`src/design/clseq_pkg.sv`:
```
// Shared types and constants for the command list sequencer.
`default_nettype none
package clseq_pkg;

    localparam int ADDR_BITS_DEFAULT = 19;
    localparam int FIELD_ADDR_W      = 19;
    localparam int WORD_W            = 16;
    localparam int INDEX_W           = 16;
    localparam int COUNT_W           = 16;

    localparam logic [COUNT_W-1:0] MAX_ENTRIES_RESET = 16'd2000;
    localparam int                 ENTRY_SIZE        = 32;
    localparam int                 LINK_SHIFT        = 3;

    // control word bit positions
    localparam int CTRL_END_BIT   = 15;
    localparam int CTRL_SKIP_BIT  = 14;
    localparam int CTRL_JUMP_HI   = 13;
    localparam int CTRL_JUMP_LO   = 12;
    localparam int CTRL_CODE_HI   = 3;

    localparam int APB_ADDR_W = 3;
    localparam int APB_DATA_W = 32;
    localparam logic [APB_ADDR_W-1:0] REG_MAX_ENTRIES = 3'd0;

    typedef enum logic {
        CMD_START = 1'b0,
        CMD_ENTRY = 1'b1
    } command_t;

    typedef enum logic [2:0] {
        ACT_NONE     = 3'd0,
        ACT_SKIPPED  = 3'd1,
        ACT_DRAW     = 3'd2,
        ACT_USR_CLIP = 3'd3,
        ACT_SYS_CLIP = 3'd4,
        ACT_LOCAL    = 3'd5
    } action_t;

    typedef enum logic [1:0] {
        ST_CONTINUE = 2'd0,
        ST_END      = 2'd1,
        ST_BAD      = 2'd2,
        ST_LIMIT    = 2'd3
    } status_t;

    typedef enum logic [1:0] {
        JMP_NEXT   = 2'd0,
        JMP_ASSIGN = 2'd1,
        JMP_CALL   = 2'd2,
        JMP_RETURN = 2'd3
    } jump_t;

    typedef enum logic [3:0] {
        CODE_USR_CLIP_A = 4'd8,
        CODE_SYS_CLIP   = 4'd9,
        CODE_LOCAL      = 4'd10,
        CODE_USR_CLIP_B = 4'd11
    } code_t;

    typedef struct packed {
        logic ret_valid;
        logic running;
        logic bad_seen;
    } clseq_flags_t;

    typedef struct packed {
        logic [INDEX_W-1:0]      table_index;
        action_t                 action;
        logic [FIELD_ADDR_W-1:0] next_address;
        status_t                 status;
        logic                    error_flag;
    } clseq_result_t;

    // 16 + 3 + 19 + 2 + 1 = 41 bits, padded to 48
    localparam int IN_TDATA_W  = 56;
    localparam int OUT_TDATA_W = 48;

endpackage
`default_nettype wire

```
`src/design/command_list_sequencer.sv`:
```
// Command list sequencer top level: input register, walk state, result register.
//
// Usage:
//   Slave stream carries one item per beat: tuser is the command (0 start a
//   list, 1 fetched table entry); tdata carries start_address, control_word
//   and link_word. Master stream returns exactly one result beat per input
//   beat, in order: table_index, action, next_address, status, error_flag.
//   The APB port holds max_entries at address 0 (reset value 2000); write it
//   only while no beat is in flight.
//   A beat accepted into the input register is processed combinationally
//   and lands in the result register once that register can take it. While
//   the receiver keeps up, throughput is one beat per cycle; the walk
//   state updates as each item moves into the result register, so the next
//   item sees it with no bubble. A full walk step still costs one memory
//   round trip outside the block, since each fetch address comes from here.
//   Reset clears the walk state (no list running, no saved return, error
//   flag clear) and empties both registers.
//   When the receiver stalls, the held result stays put; one more input
//   beat is absorbed in the input register, then s_tready drops.
`default_nettype none
module command_list_sequencer #(
    parameter int ADDR_BITS = clseq_pkg::ADDR_BITS_DEFAULT
) (
    input  wire logic                                clk,
    input  wire logic                                rst_n,
    // APB configuration
    input  wire logic                                psel,
    input  wire logic                                penable,
    input  wire logic                                pwrite,
    input  wire logic [clseq_pkg::APB_ADDR_W-1:0]    paddr,
    input  wire logic [clseq_pkg::APB_DATA_W-1:0]    pwdata,
    output logic      [clseq_pkg::APB_DATA_W-1:0]    prdata,
    output logic                                     pready,
    // input items
    input  wire logic                                s_tvalid,
    output logic                                     s_tready,
    // [18:0] start_address, [34:19] control_word, [50:35] link_word, rest zero
    input  wire logic [clseq_pkg::IN_TDATA_W-1:0]    s_tdata,
    // [0] command
    input  wire logic                                s_tuser,
    // result items
    output logic                                     m_tvalid,
    input  wire logic                                m_tready,
    // [15:0] table_index, [18:16] action, [37:19] next_address,
    // [39:38] status, [40] error_flag, rest zero
    output logic      [clseq_pkg::OUT_TDATA_W-1:0]   m_tdata
);
    import clseq_pkg::*;

    localparam int CTRL_LSB = FIELD_ADDR_W;
    localparam int LINK_LSB = FIELD_ADDR_W + WORD_W;

    logic [COUNT_W-1:0] max_entries;

    // input register
    logic                    in_valid_reg;
    logic                    in_valid_next;
    command_t                cmd_reg;
    logic [FIELD_ADDR_W-1:0] start_reg;
    logic [WORD_W-1:0]       ctrl_reg;
    logic [WORD_W-1:0]       link_reg;
    logic                    in_beat;
    logic                    advance;
    logic                    can_load;

    // walk state
    logic [ADDR_BITS-1:0] cur_addr_reg;
    logic [ADDR_BITS-1:0] cur_addr_next;
    logic [ADDR_BITS-1:0] ret_addr_reg;
    logic [ADDR_BITS-1:0] ret_addr_next;
    logic [COUNT_W-1:0]   entry_count_reg;
    logic [COUNT_W-1:0]   entry_count_next;
    clseq_flags_t         flags_reg;
    clseq_flags_t         flags_next;
    clseq_result_t        result;

    clseq_regs u_regs (
        .clk         (clk),
        .rst_n       (rst_n),
        .psel        (psel),
        .penable     (penable),
        .pwrite      (pwrite),
        .paddr       (paddr),
        .pwdata      (pwdata),
        .prdata      (prdata),
        .pready      (pready),
        .max_entries (max_entries)
    );

    assign advance  = in_valid_reg && can_load;
    assign s_tready = !in_valid_reg || can_load;
    assign in_beat  = s_tvalid && s_tready;

    always_comb
    begin
        in_valid_next = in_valid_reg;
        if (in_beat)
        begin
            in_valid_next = 1'b1;
        end
        else if (advance)
        begin
            in_valid_next = 1'b0;
        end
    end

    always_ff @(posedge clk or negedge rst_n)
    begin
        if (!rst_n)
        begin
            in_valid_reg <= 1'b0;
        end
        else
        begin
            in_valid_reg <= in_valid_next;
        end
    end

    always_ff @(posedge clk)
    begin
        if (in_beat)
        begin
            cmd_reg   <= command_t'(s_tuser);
            start_reg <= s_tdata[FIELD_ADDR_W-1:0];
            ctrl_reg  <= s_tdata[CTRL_LSB +: WORD_W];
            link_reg  <= s_tdata[LINK_LSB +: WORD_W];
        end
    end

    clseq_step #(
        .ADDR_BITS (ADDR_BITS)
    ) u_step (
        .command          (cmd_reg),
        .start_address    (start_reg),
        .control_word     (ctrl_reg),
        .link_word        (link_reg),
        .max_entries      (max_entries),
        .cur_addr         (cur_addr_reg),
        .ret_addr         (ret_addr_reg),
        .entry_count      (entry_count_reg),
        .flags            (flags_reg),
        .cur_addr_next    (cur_addr_next),
        .ret_addr_next    (ret_addr_next),
        .entry_count_next (entry_count_next),
        .flags_next       (flags_next),
        .result           (result)
    );

    always_ff @(posedge clk or negedge rst_n)
    begin
        if (!rst_n)
        begin
            cur_addr_reg    <= '0;
            ret_addr_reg    <= '0;
            entry_count_reg <= '0;
            flags_reg       <= '0;
        end
        else if (advance)
        begin
            cur_addr_reg    <= cur_addr_next;
            ret_addr_reg    <= ret_addr_next;
            entry_count_reg <= entry_count_next;
            flags_reg       <= flags_next;
        end
    end

    clseq_out_reg u_out (
        .clk      (clk),
        .rst_n    (rst_n),
        .load     (advance),
        .result   (result),
        .can_load (can_load),
        .m_tvalid (m_tvalid),
        .m_tready (m_tready),
        .m_tdata  (m_tdata)
    );

`ifndef ASSERT_OFF
    a_state_holds_when_idle: assert property (@(posedge clk) disable iff (!rst_n)
        !advance |=> $stable(cur_addr_reg) && $stable(entry_count_reg)
                     && $stable(flags_reg))
        else $error("walk state changed without an item retiring");

    a_error_sticky: assert property (@(posedge clk) disable iff (!rst_n)
        flags_reg.bad_seen |=> flags_reg.bad_seen)
        else $error("bad command flag cleared");

    a_count_steps: assert property (@(posedge clk) disable iff (!rst_n)
        advance && cmd_reg == CMD_ENTRY && result.status == ST_CONTINUE
        |=> entry_count_reg == $past(entry_count_reg) + COUNT_W'(1))
        else $error("entry count did not advance on a processed entry");

    a_result_loaded: assert property (@(posedge clk) disable iff (!rst_n)
        advance |=> m_tvalid)
        else $error("retired item produced no result beat");

    a_stop_on_end: assert property (@(posedge clk) disable iff (!rst_n)
        advance && cmd_reg == CMD_ENTRY && result.status != ST_CONTINUE
        |=> !flags_reg.running)
        else $error("walk still running after a stop status");
`endif

endmodule
`default_nettype wire

```
`src/design/clseq_regs.sv`:
```
// APB configuration register block (max_entries).
`default_nettype none
module clseq_regs (
    input  wire logic                                clk,
    input  wire logic                                rst_n,
    input  wire logic                                psel,
    input  wire logic                                penable,
    input  wire logic                                pwrite,
    input  wire logic [clseq_pkg::APB_ADDR_W-1:0]    paddr,
    input  wire logic [clseq_pkg::APB_DATA_W-1:0]    pwdata,
    output logic      [clseq_pkg::APB_DATA_W-1:0]    prdata,
    output logic                                     pready,
    output logic      [clseq_pkg::COUNT_W-1:0]       max_entries
);
    import clseq_pkg::*;

    logic [COUNT_W-1:0] max_entries_reg;
    logic [COUNT_W-1:0] max_entries_next;
    logic               wr_en;

    assign pready = 1'b1;
    assign wr_en  = psel && penable && pwrite && pready && (paddr == REG_MAX_ENTRIES);

    always_comb
    begin
        max_entries_next = max_entries_reg;
        if (wr_en)
        begin
            max_entries_next = pwdata[COUNT_W-1:0];
        end
    end

    always_ff @(posedge clk or negedge rst_n)
    begin
        if (!rst_n)
        begin
            max_entries_reg <= MAX_ENTRIES_RESET;
        end
        else
        begin
            max_entries_reg <= max_entries_next;
        end
    end

    always_comb
    begin
        prdata = '0;
        if (paddr == REG_MAX_ENTRIES)
        begin
            prdata = APB_DATA_W'(max_entries_reg);
        end
    end

    assign max_entries = max_entries_reg;

endmodule
`default_nettype wire

```
`src/design/clseq_step.sv`:
```
// Entry classification, jump resolution and next walk state for one item.
`default_nettype none
module clseq_step #(
    parameter int ADDR_BITS = clseq_pkg::ADDR_BITS_DEFAULT
) (
    input  wire clseq_pkg::command_t                 command,
    input  wire logic [clseq_pkg::FIELD_ADDR_W-1:0]  start_address,
    input  wire logic [clseq_pkg::WORD_W-1:0]        control_word,
    input  wire logic [clseq_pkg::WORD_W-1:0]        link_word,
    input  wire logic [clseq_pkg::COUNT_W-1:0]       max_entries,
    input  wire logic [ADDR_BITS-1:0]                cur_addr,
    input  wire logic [ADDR_BITS-1:0]                ret_addr,
    input  wire logic [clseq_pkg::COUNT_W-1:0]       entry_count,
    input  wire clseq_pkg::clseq_flags_t             flags,
    output logic      [ADDR_BITS-1:0]                cur_addr_next,
    output logic      [ADDR_BITS-1:0]                ret_addr_next,
    output logic      [clseq_pkg::COUNT_W-1:0]       entry_count_next,
    output clseq_pkg::clseq_flags_t                  flags_next,
    output clseq_pkg::clseq_result_t                 result
);
    import clseq_pkg::*;

    logic [ADDR_BITS-1:0] seq_addr;
    logic [ADDR_BITS-1:0] link_addr;
    logic [ADDR_BITS-1:0] load_addr;
    logic [ADDR_BITS-1:0] target;
    logic [3:0]           code;
    jump_t                jump;
    action_t              act;
    logic                 bad_code;

    assign seq_addr   = cur_addr + ADDR_BITS'(ENTRY_SIZE);
    assign link_addr  = ADDR_BITS'({link_word, LINK_SHIFT'(0)});
    assign load_addr  = ADDR_BITS'(start_address);
    assign code       = control_word[CTRL_CODE_HI:0];
    assign jump       = jump_t'(control_word[CTRL_JUMP_HI:CTRL_JUMP_LO]);

    // action class of a processed entry
    always_comb
    begin
        bad_code = 1'b0;
        act      = ACT_DRAW;
        if (control_word[CTRL_SKIP_BIT])
        begin
            act = ACT_SKIPPED;
        end
        else if (!code[CTRL_CODE_HI])
        begin
            act = ACT_DRAW;
        end
        else
        begin
            case (code)
                CODE_USR_CLIP_A, CODE_USR_CLIP_B: act = ACT_USR_CLIP;
                CODE_SYS_CLIP:                    act = ACT_SYS_CLIP;
                CODE_LOCAL:                       act = ACT_LOCAL;
                default:
                begin
                    act      = ACT_NONE;
                    bad_code = 1'b1;
                end
            endcase
        end
    end

    always_comb
    begin
        target = seq_addr;
        case (jump)
            JMP_NEXT:   target = seq_addr;
            JMP_ASSIGN: target = link_addr;
            JMP_CALL:   target = link_addr;
            JMP_RETURN: target = flags.ret_valid ? ret_addr : seq_addr;
            default:    target = seq_addr;
        endcase
    end

    always_comb
    begin
        cur_addr_next    = cur_addr;
        ret_addr_next    = ret_addr;
        entry_count_next = entry_count;
        flags_next       = flags;

        result.table_index  = INDEX_W'(cur_addr >> LINK_SHIFT);
        result.action       = ACT_NONE;
        result.next_address = FIELD_ADDR_W'(cur_addr);
        result.status       = ST_END;
        result.error_flag   = flags.bad_seen;

        if (command == CMD_START)
        begin
            cur_addr_next        = load_addr;
            entry_count_next     = '0;
            flags_next.ret_valid = 1'b0;
            flags_next.running   = 1'b1;
            result.table_index   = INDEX_W'(load_addr >> LINK_SHIFT);
            result.next_address  = FIELD_ADDR_W'(load_addr);
            result.status        = ST_CONTINUE;
        end
        else if (!flags.running)
        begin
            result.status = ST_END;
        end
        else if (control_word[CTRL_END_BIT])
        begin
            flags_next.running = 1'b0;
            result.status      = ST_END;
        end
        else if (entry_count >= max_entries)
        begin
            flags_next.running = 1'b0;
            result.status      = ST_LIMIT;
        end
        else if (bad_code)
        begin
            flags_next.running  = 1'b0;
            flags_next.bad_seen = 1'b1;
            result.status       = ST_BAD;
            result.error_flag   = 1'b1;
        end
        else
        begin
            // one-level return: a call only saves when nothing is held
            if (jump == JMP_CALL && !flags.ret_valid)
            begin
                ret_addr_next        = seq_addr;
                flags_next.ret_valid = 1'b1;
            end
            if (jump == JMP_RETURN)
            begin
                flags_next.ret_valid = 1'b0;
            end
            cur_addr_next       = target;
            entry_count_next    = entry_count + COUNT_W'(1);
            result.action       = act;
            result.next_address = FIELD_ADDR_W'(target);
            result.status       = ST_CONTINUE;
        end
    end

endmodule
`default_nettype wire

```
`src/design/clseq_out_reg.sv`:
```
// Result output register with stream handshake.
`default_nettype none
module clseq_out_reg (
    input  wire logic                                clk,
    input  wire logic                                rst_n,
    input  wire logic                                load,
    input  wire clseq_pkg::clseq_result_t            result,
    output logic                                     can_load,
    output logic                                     m_tvalid,
    input  wire logic                                m_tready,
    output logic      [clseq_pkg::OUT_TDATA_W-1:0]   m_tdata
);
    import clseq_pkg::*;

    localparam int RES_W = $bits(clseq_result_t);

    logic          valid_reg;
    logic          valid_next;
    clseq_result_t data_reg;

    assign can_load = !valid_reg || m_tready;

    always_comb
    begin
        valid_next = valid_reg;
        if (load)
        begin
            valid_next = 1'b1;
        end
        else if (m_tready)
        begin
            valid_next = 1'b0;
        end
    end

    always_ff @(posedge clk or negedge rst_n)
    begin
        if (!rst_n)
        begin
            valid_reg <= 1'b0;
        end
        else
        begin
            valid_reg <= valid_next;
        end
    end

    always_ff @(posedge clk)
    begin
        if (load)
        begin
            data_reg <= result;
        end
    end

    assign m_tvalid = valid_reg;
    // pack first field lowest: table_index, action, next_address, status, error_flag
    assign m_tdata  = {{(OUT_TDATA_W-RES_W){1'b0}},
                       data_reg.error_flag, data_reg.status, data_reg.next_address,
                       data_reg.action, data_reg.table_index};

endmodule
`default_nettype wire

```
`config.mk`:
```
export PLATFORM = sky130hd
export DESIGN_NAME = command_list_sequencer
export DESIGN_NICKNAME = d
export VERILOG_FILES = /design/src/design/clseq_pkg.sv /design/src/design/command_list_sequencer.sv /design/src/design/clseq_regs.sv /design/src/design/clseq_step.sv /design/src/design/clseq_out_reg.sv
export SDC_FILE = /design/constraint.sdc
export NUM_CORES = 1
export LEC_CHECK = 0
export BUFFER_PORTS_ARGS = -buffer_cell sky130_fd_sc_hd__buf_4
export CAP_MARGIN = 25
export CORE_ASPECT_RATIO = 0.7
export CORE_UTILIZATION = 45
export CTS_CLUSTER_SIZE = 12
export DETAILED_ROUTE_END_ITERATION = 8
export PLACE_DENSITY = 0.67
export SLEW_MARGIN = 15
export SYNTH_ARGS = -nofsm -noshare
export SYNTH_HDL_FRONTEND = slang
export SYNTH_SLANG_ARGS = --single-unit
export TNS_END_PERCENT = 100
```
`constraint.sdc`:
```
create_clock -name clk -period 2.8 [get_ports clk]
set_clock_uncertainty 0.05 [all_clocks]
set_input_delay 0.56 -clock clk [delete_from_list [all_inputs] [get_ports clk]]
set_output_delay 0.56 -clock clk [all_outputs]
set_load 0.05 [all_outputs]
```
Yosys cells after proc, flatten, opt, wreduce, memory -nomap -nowiden
Index checks and enable logic that the tools add are counted.
{"block": "word_totals", "reg_bits": 168, "latchBits": 0, "mem_bits_rw": 0, "romBits": 0, "input_bits": 99, "out_inout_bits": 83, "elab_cells": 118, "memories": 0}
{"block": "classes", "addsub": 2, "mul": 0, "div_mod_pow": 0, "n_lt_le_gt_ge": 1, "n_eq_ne": 12, "n_shift": 0, "muxes": 50, "bitwise_logic": 6, "n_reduce_logical": 26}
{"op": "2-to-1 mux 19 bit", "count": 10}
{"op": "2-to-1 mux 16 bit", "count": 7}
{"op": "one-hot mux 19 bit (3 select lines)", "count": 1}
{"op": "2-to-1 mux 1 bit", "count": 22}
{"op": "2-to-1 mux 21 bit", "count": 1}
{"op": "adder 19 x 6 -> 19 bit, second input constant", "count": 1}
{"op": "adder 16 x 1 -> 16 bit, second input constant", "count": 1}
{"op": "== test 4 bit, second input constant", "count": 4}
{"op": ">= comparator 16 bit", "count": 1}
{"op": "2-to-1 mux 2 bit", "count": 7}
{"op": "AND reduction 6 bit", "count": 2}
{"op": "one-hot mux 3 bit (3 select lines)", "count": 1}
{"op": "AND reduction 7 bit", "count": 1}
{"op": "OR reduction 7 bit", "count": 1}
{"op": "logical AND 1 bit", "count": 6}
{"op": "inequality test 2 bit, second input constant", "count": 3}
{"op": "NOT 1 bit", "count": 6}
{"op": "OR reduction 6 bit", "count": 1}
{"op": "AND reduction 5 bit", "count": 1}
{"op": "OR reduction 5 bit", "count": 1}
{"op": "== test 2 bit, second input constant", "count": 2}
{"op": "nonzero test 2 bit", "count": 2}
{"op": "OR reduction 2 bit", "count": 2}
{"op": "OR reduction 4 bit", "count": 1}
{"op": "other kinds (9)", "count": 12}

Longest topological paths before layout
{"block": "depth", "ltp_word": 10, "ltp_mapped": 11, "mapped_depth_nobuf": 8}

Cells and area by module
Synthesis repeated with hierarchy kept, for this count alone.
{"block": "hier_totals", "hier_cells": 713, "hier_area_um2": 8678.3}
{"mod": "command_list_sequencer", "instances": 1, "cells_per_inst": 178, "area_per_inst_um2": 3801.1, "seq_area_each_um2": 3012.9}
{"mod": "clseq_step", "instances": 1, "cells_per_inst": 411, "area_per_inst_um2": 2667.6, "seq_area_each_um2": 0.0}
{"mod": "clseq_out_reg", "instances": 1, "cells_per_inst": 52, "area_per_inst_um2": 1335.0, "seq_area_each_um2": 1256.2}
{"mod": "clseq_regs", "instances": 1, "cells_per_inst": 72, "area_per_inst_um2": 874.6, "seq_area_each_um2": 407.9}

Least setup slack after synthesis
OpenSTA, ideal clock, no wires.
{"block": "synth_timing", "path_type": "register to register", "start": "register u_out.valid_reg, in the netlist u_out.m_tvalid", "end": "register u_out.data_reg, in the netlist u_out.m_tdata[0] (enable)", "setup_ps": 421, "arrival_time_ps": 2549, "t_required_ps": 2329, "setup_slack_ps": -220, "path_stages_with_launch": 6, "synth_period_minus_slack_ps": 3020, "cell_sequence": "dfrtp_1 > nand2b_1 > nand2_1 > inv_1 > clkbuf_1 > clkbuf_1"}
{"block": "synth_between", "elab_chain_cells": 3}
{"element": "start: declaration", "line": "clseq_out_reg.sv:17", "text": "logic valid_reg;"}
{"element": "start signal: assignment", "line": "clseq_out_reg.sv:44", "text": "valid_reg <= valid_next;"}
{"element": "zero test 1 bit", "line": "clseq_out_reg.sv:21", "text": "assign can_load = !valid_reg || m_tready;"}
{"element": "logical OR 1 bit", "line": "clseq_out_reg.sv:21"}
{"element": "logical AND 1 bit", "line": "command_list_sequencer.sv:90", "text": "assign advance = in_valid_reg && can_load;"}
{"element": "named net advance", "line": "command_list_sequencer.sv:63", "text": "logic advance;"}
{"element": "end signal: assignment", "line": "clseq_out_reg.sv:52", "text": "data_reg <= result;"}
{"element": "end: declaration", "line": "clseq_out_reg.sv:19", "text": "clseq_result_t data_reg;"}
The timed path passes the listed nets, and every way through them passes these cells.
A chain may end at the register's enable or synchronous reset.

Worst setup path after layout
{"block": "layout_timing", "start": "register u_regs.max_entries_reg[13], in the netlist u_regs.max_entries[13]", "end": "register ret_addr_reg[9]"}
{"block": "layout_between", "elab_chain_cells": 3}
{"element": "start: declaration", "line": "clseq_regs.sv:17", "text": "logic [COUNT_W-1:0] max_entries_reg;"}
{"element": "start signal: assignment", "line": "clseq_regs.sv:41", "text": "max_entries_reg <= max_entries_next;"}
{"element": ">= comparator 16 bit", "line": "clseq_step.sv:110", "text": "else if (entry_count >= max_entries)"}
{"element": "NOT 1 bit (no source line)"}
{"element": "AND reduction 7 bit (no source line)"}
{"element": "end signal: assignment", "line": "command_list_sequencer.sv:161", "text": "ret_addr_reg <= ret_addr_next;"}
{"element": "end: declaration", "line": "command_list_sequencer.sv:69", "text": "logic [ADDR_BITS-1:0] ret_addr_reg;"}
No other way between the ends.

==> flow_results.org <==
** Timing
- Final critical delay including setup and external delays :: 2.84 ns
- For this run, the top clock speed supported by timing is approximately 0.35 GHz.
- Fin crit share :: 101%
- For the pin with the worst max-slew slack, the measured transition is 0.681 ns.
- Normalized max-slew margin :: between 50% and 60%
- Adding up every negative setup slack in the final design gives -0.199 ns.
- Number of setup violations in the final report :: 10
- Number of hold violations in the final report :: 0
- Across all setup checks in the final design, the least slack found is -0.0411 ns.
- The number of pins exceeding their max-slew limit in the final report came to 0.
- Setup repair after global routing missed its margin :: true

** Hold path
- The tightest min-delay check is of the in2async type.

** Placement
- Detailed placement ended at an HPWL of between 10 and 15 mm.
- Placed cell count :: 1111
- Number of buffer cells added on primary ports :: 128
- Summing all placed instances gives a cell area of 0.00945 mm².
- The congestion estimate from routability-driven global placement came to 0.848.

** Global route
- Global routing used 22.8% of the available tracks.
- Largest net degree at the start of global routing :: 64
- The number of global-route vias before repair was 6109.
- Global-route wire length before repair :: ~32 mm
- Gr ovfl total :: 0
- Number of antenna violations at the first check in global routing :: 0

** Critical path
- The critical path in this run is classified as reg2reg.
- Reg-to-reg endpoint :: ret_addr_reg[9]$_DFFE_PN0P_
- In this run the worst setup path terminates at ret_addr_reg[9]$_DFFE_PN0P_.
- At the worst endpoint, the required time is 3.06 ns.
- In this run the worst path has a maximum fanout of 7.
- STA classifies the critical path endpoint as a flip-flop.
- In this run the worst setup path begins at u_regs.max_entries[13]$_DFFE_PN0P_.
- The startpoint identified for the worst register-to-register timing path is u_regs.max_entries[13]$_DFFE_PN0P_.
- Path depth of the worst reg2reg path :: 9
- Data on the critical path arrives at its endpoint at 3.10 ns.
- Nature of the critical path startpoint :: flip-flop
- Setup slack on the worst flop-to-flop path :: -0.04 ns

** Layout
- After the last flow step, the layout net total stands at 1026.
- Signed area change from the synthesized netlist to the final layout :: 29.1%
- Flip-flop count of the largest register, all copies and words added :: 41
- Count of inserted antenna diode cells :: 0
- Cells with a size suffix above 1 make up slightly below 30% of the layout.
- Once layout is complete, the cells apart from fillers number 1150.
- At the end of the flow the core is filled with cells to approximately three fifths.
- After routing the design area is 0.0103 mm².

** Floorplanning
- Die H :: 114 µm
- Total die area :: between 0.015 and 0.02 mm²
- For this design the top-level I/O count stands at 182.
- Horizontal die dimension :: 161 µm
- Initial cell density of the core :: 46.3%
- The total area inside the core boundary comes to 0.0173 mm².
- # rows :: 40

** Synth
- Warning count from the yosys run :: 0
- After synthesis, the netlist uses 64 different library cells.
- Of all flip-flops after synthesis, the portion carrying an async set or reset was 46.9%.
- Summing the sequential cell areas from Yosys gives 55.4% of the chip area.
- Number of enable-type register cells in the synthesized netlist :: 85
- The average instance in the mapped netlist occupies 10.8 µm².
- Predominant post-synthesis flop cell :: sky130_fd_sc_hd__edfxtp_1
- Register bit total from synthesis :: 160
- Cell Area, Synth :: 0.00800 mm²
- The cell count after synthesis came out at 742.

** Drt
- Detailed routing inserted a total of 6400 vias.
- After the first detailed-routing iteration, the DRC count stood at 594.
- After detailed routing, the number of remaining DRC violations is 0.
- After detailed routing, the met2 layer carries ~8.7 mm of wire.
- Via density :: 5.57
- Drt first pass iters :: 5
- Total detailed-routing wirelength :: 20.1 mm
- After detailed routing, the wire length on met1 is 9.61 mm.
- Routed signal wires occupy layers up through met4.
- In the detailed route, the total length drawn on met3 is between 1.5 and 2 mm.
- The detail route stage leaves a number of antenna-violating nets equal to 0.
- In the final routed layout, each cell accounts on average for 17.5 µm.

** Power
- Static Leak :: 4.39 nW
- PnR Total Power :: 7.95 mW
- Dividing total power by cell area gives a power density of 770 mW/mm².
- The worst-case IR drop observed on VDD is 0.000471 V.

** Clock tree
- Clk Tree Root Cell :: sky130_fd_sc_hd__clkbuf_16
- CTS tree :: built
- Counting along the longest clock path gives a buffer depth of 2.
- # clock sinks :: 160
- The clock reaches the later pin of the worst-skew pair after 0.43 ns.
- CTS built an H-tree with a depth of 4.
- Clock-pin slew was measured on the worst setup and hold paths at approximately 0.060 ns.
- Number of hold-repair buffers added at the cts stage :: 0
- In this run, CTS created clock tree buffers numbering 17.

** Run status
- Violations in the final reports :: setup timing
- Run status :: finished with violations

** Job
- Number of maximum-capacitance violations :: 0
## cell usage in the layout, fill, tap and decap left out, types with 7 or more instances in the layout
cell                        netlist  layout
sky130_fd_sc_hd__ha_1            21      18
sky130_fd_sc_hd__a21oi_1         11      10
sky130_fd_sc_hd__buf_4           24     181
sky130_fd_sc_hd__edfxtp_1        85      85
sky130_fd_sc_hd__nor3_1          16      14
sky130_fd_sc_hd__inv_1           52      49
sky130_fd_sc_hd__o221ai_1        10      10
sky130_fd_sc_hd__a22oi_1         13      13
sky130_fd_sc_hd__nand2b_1         9       8
sky130_fd_sc_hd__nor2_1          29      29
sky130_fd_sc_hd__o21ai_0         68      60
sky130_fd_sc_hd__o22ai_1         14      14
sky130_fd_sc_hd__buf_6            1       7
sky130_fd_sc_hd__a31oi_1         10      10
sky130_fd_sc_hd__nand3_1         16      16
sky130_fd_sc_hd__nand2_1         72      71
sky130_fd_sc_hd__a221o_1          9       9
sky130_fd_sc_hd__dfrtp_1         69      69
sky130_fd_sc_hd__o21ai_1          1       8
sky130_fd_sc_hd__mux2i_1         13      13
sky130_fd_sc_hd__nand4_1         19      19
sky130_fd_sc_hd__and2_1          17      16
sky130_fd_sc_hd__xnor2_1         11      11
sky130_fd_sc_hd__clkbuf_16        0      17
sky130_fd_sc_hd__conb_1           2      24
sky130_fd_sc_hd__mux2_2          12       7
## cells by family (layout without fill, tap and decap cells)
kind of cell,Yosys count,after routing,share of synthesized area [%]
fa+ha+maj,21,21,3.28
buf+inv,122,277,7.27
flops,160,160,55.4
simple gates,216,216,13.8
mux,25,25,3.31
compound gates,184,184,15.4
other cells,2,24,0.0938
xor+xnor,12,12,1.31
## final cells by class
class | instances | area (µm²)
Clock inverter | 13 | 210
Sequential cell | 160 | 4440
Timing Repair Buffer | 193 | 1530
Fill cell | 1466 | 6940
Clock buffer | 19 | 443
Multi-Input combinational cell | 482 | 3220
Tap cell | 231 | 289
Inverter | 52 | 195
## where the power goes
part / switching [mW] / internal [mW]
registers: 0.319 / 2.93
clock network: 0.950 / 1.61
logic: 1.28 / 0.860
total: 2.55 / 5.40
## per-stage QoR
step	setup WS [ns]	hold WS, ns
5_1_grt	-0.129	0.107
2_1_floorplan	0.0494	0.214
3_3_place_gp	-0.0799	0.406
4_1_cts	-0.0262	0.0901
3_5_place_dp	-0.114	0.410
6_report	-0.0411	0.0740
## worst max-delay path, cell delays in order, from the launching register on
cell and delay [ns]:
sky130_fd_sc_hd__dfrtp_1 0.38, sky130_fd_sc_hd__inv_2 0.09, sky130_fd_sc_hd__ha_4 0.21, sky130_fd_sc_hd__a21oi_4 0.13, sky130_fd_sc_hd__o21ai_2 0.08, sky130_fd_sc_hd__or4b_4 0.55
sky130_fd_sc_hd__or3_4 0.42, sky130_fd_sc_hd__nor4b_4 0.29, sky130_fd_sc_hd__buf_6 0.19, sky130_fd_sc_hd__mux2_2 0.34
## worst min-delay path by stage
stage / startpoint / end / slack [ns]
detailed placement: flags_reg[0]$_DFFE_PN0P_ / flags_reg[0]$_DFFE_PN0P_ / 0.41
global route: rst_n / in_valid_reg$_DFFE_PN0P_ / 0.11
CTS: rst_n / entry_count_reg[0]$_DFFE_PN0P_ / 0.09
floorplan: rst_n / cur_addr_reg[0]$_DFFE_PN0P_ / 0.21
global placement: flags_reg[0]$_DFFE_PN0P_ / flags_reg[0]$_DFFE_PN0P_ / 0.41
finish: rst_n / in_valid_reg$_DFFE_PN0P_ / 0.07
## per-layer routing
| layer | track usage [%] | vias up |
|---|---|---|
| met1 | 34.2 | 3070 |
| met5 | 0 | - |
| met2 | 32.6 | 302 |
| met4 | 7.48 | 0 |
| met3 | 4.98 | 20 |
| li1 | - | 3008 |
## synth_stat cells (all sizes together) (6+ instances only)
cell	count	area share [%]
a21oi	12	0.80
a221o	9	1.1
a22oi	13	1.2
a31oi	10	0.78
and2	18	1.4
buf	37	3.3
clkbuf	33	1.5
dfrtp	69	22
dfstp	6	2.0
edfxtp	85	32
ha	21	3.3
inv	52	2.4
mux2	12	1.7
mux2i	13	1.6
nand2	72	3.4
nand2b	9	0.70
nand3	16	1.0
nand4	19	1.5
nor2	29	1.4
nor3	16	1.0
nor4	8	0.70
o211ai	6	0.56
o21ai	69	4.3
o221ai	10	1.1
o22ai	14	1.1
o31a	6	0.66
or3	8	0.63
xnor2	11	1.2
## timing repair
item / 4_1_cts / 5_1_grt
setup endpoints to repair: 45 / 66
pin swaps: 5 / 1
cloned: 0 / 1
gates resized for setup: 17 / 29
buffers inserted: 3 / 3
Power figures use the tool's default switching activity.
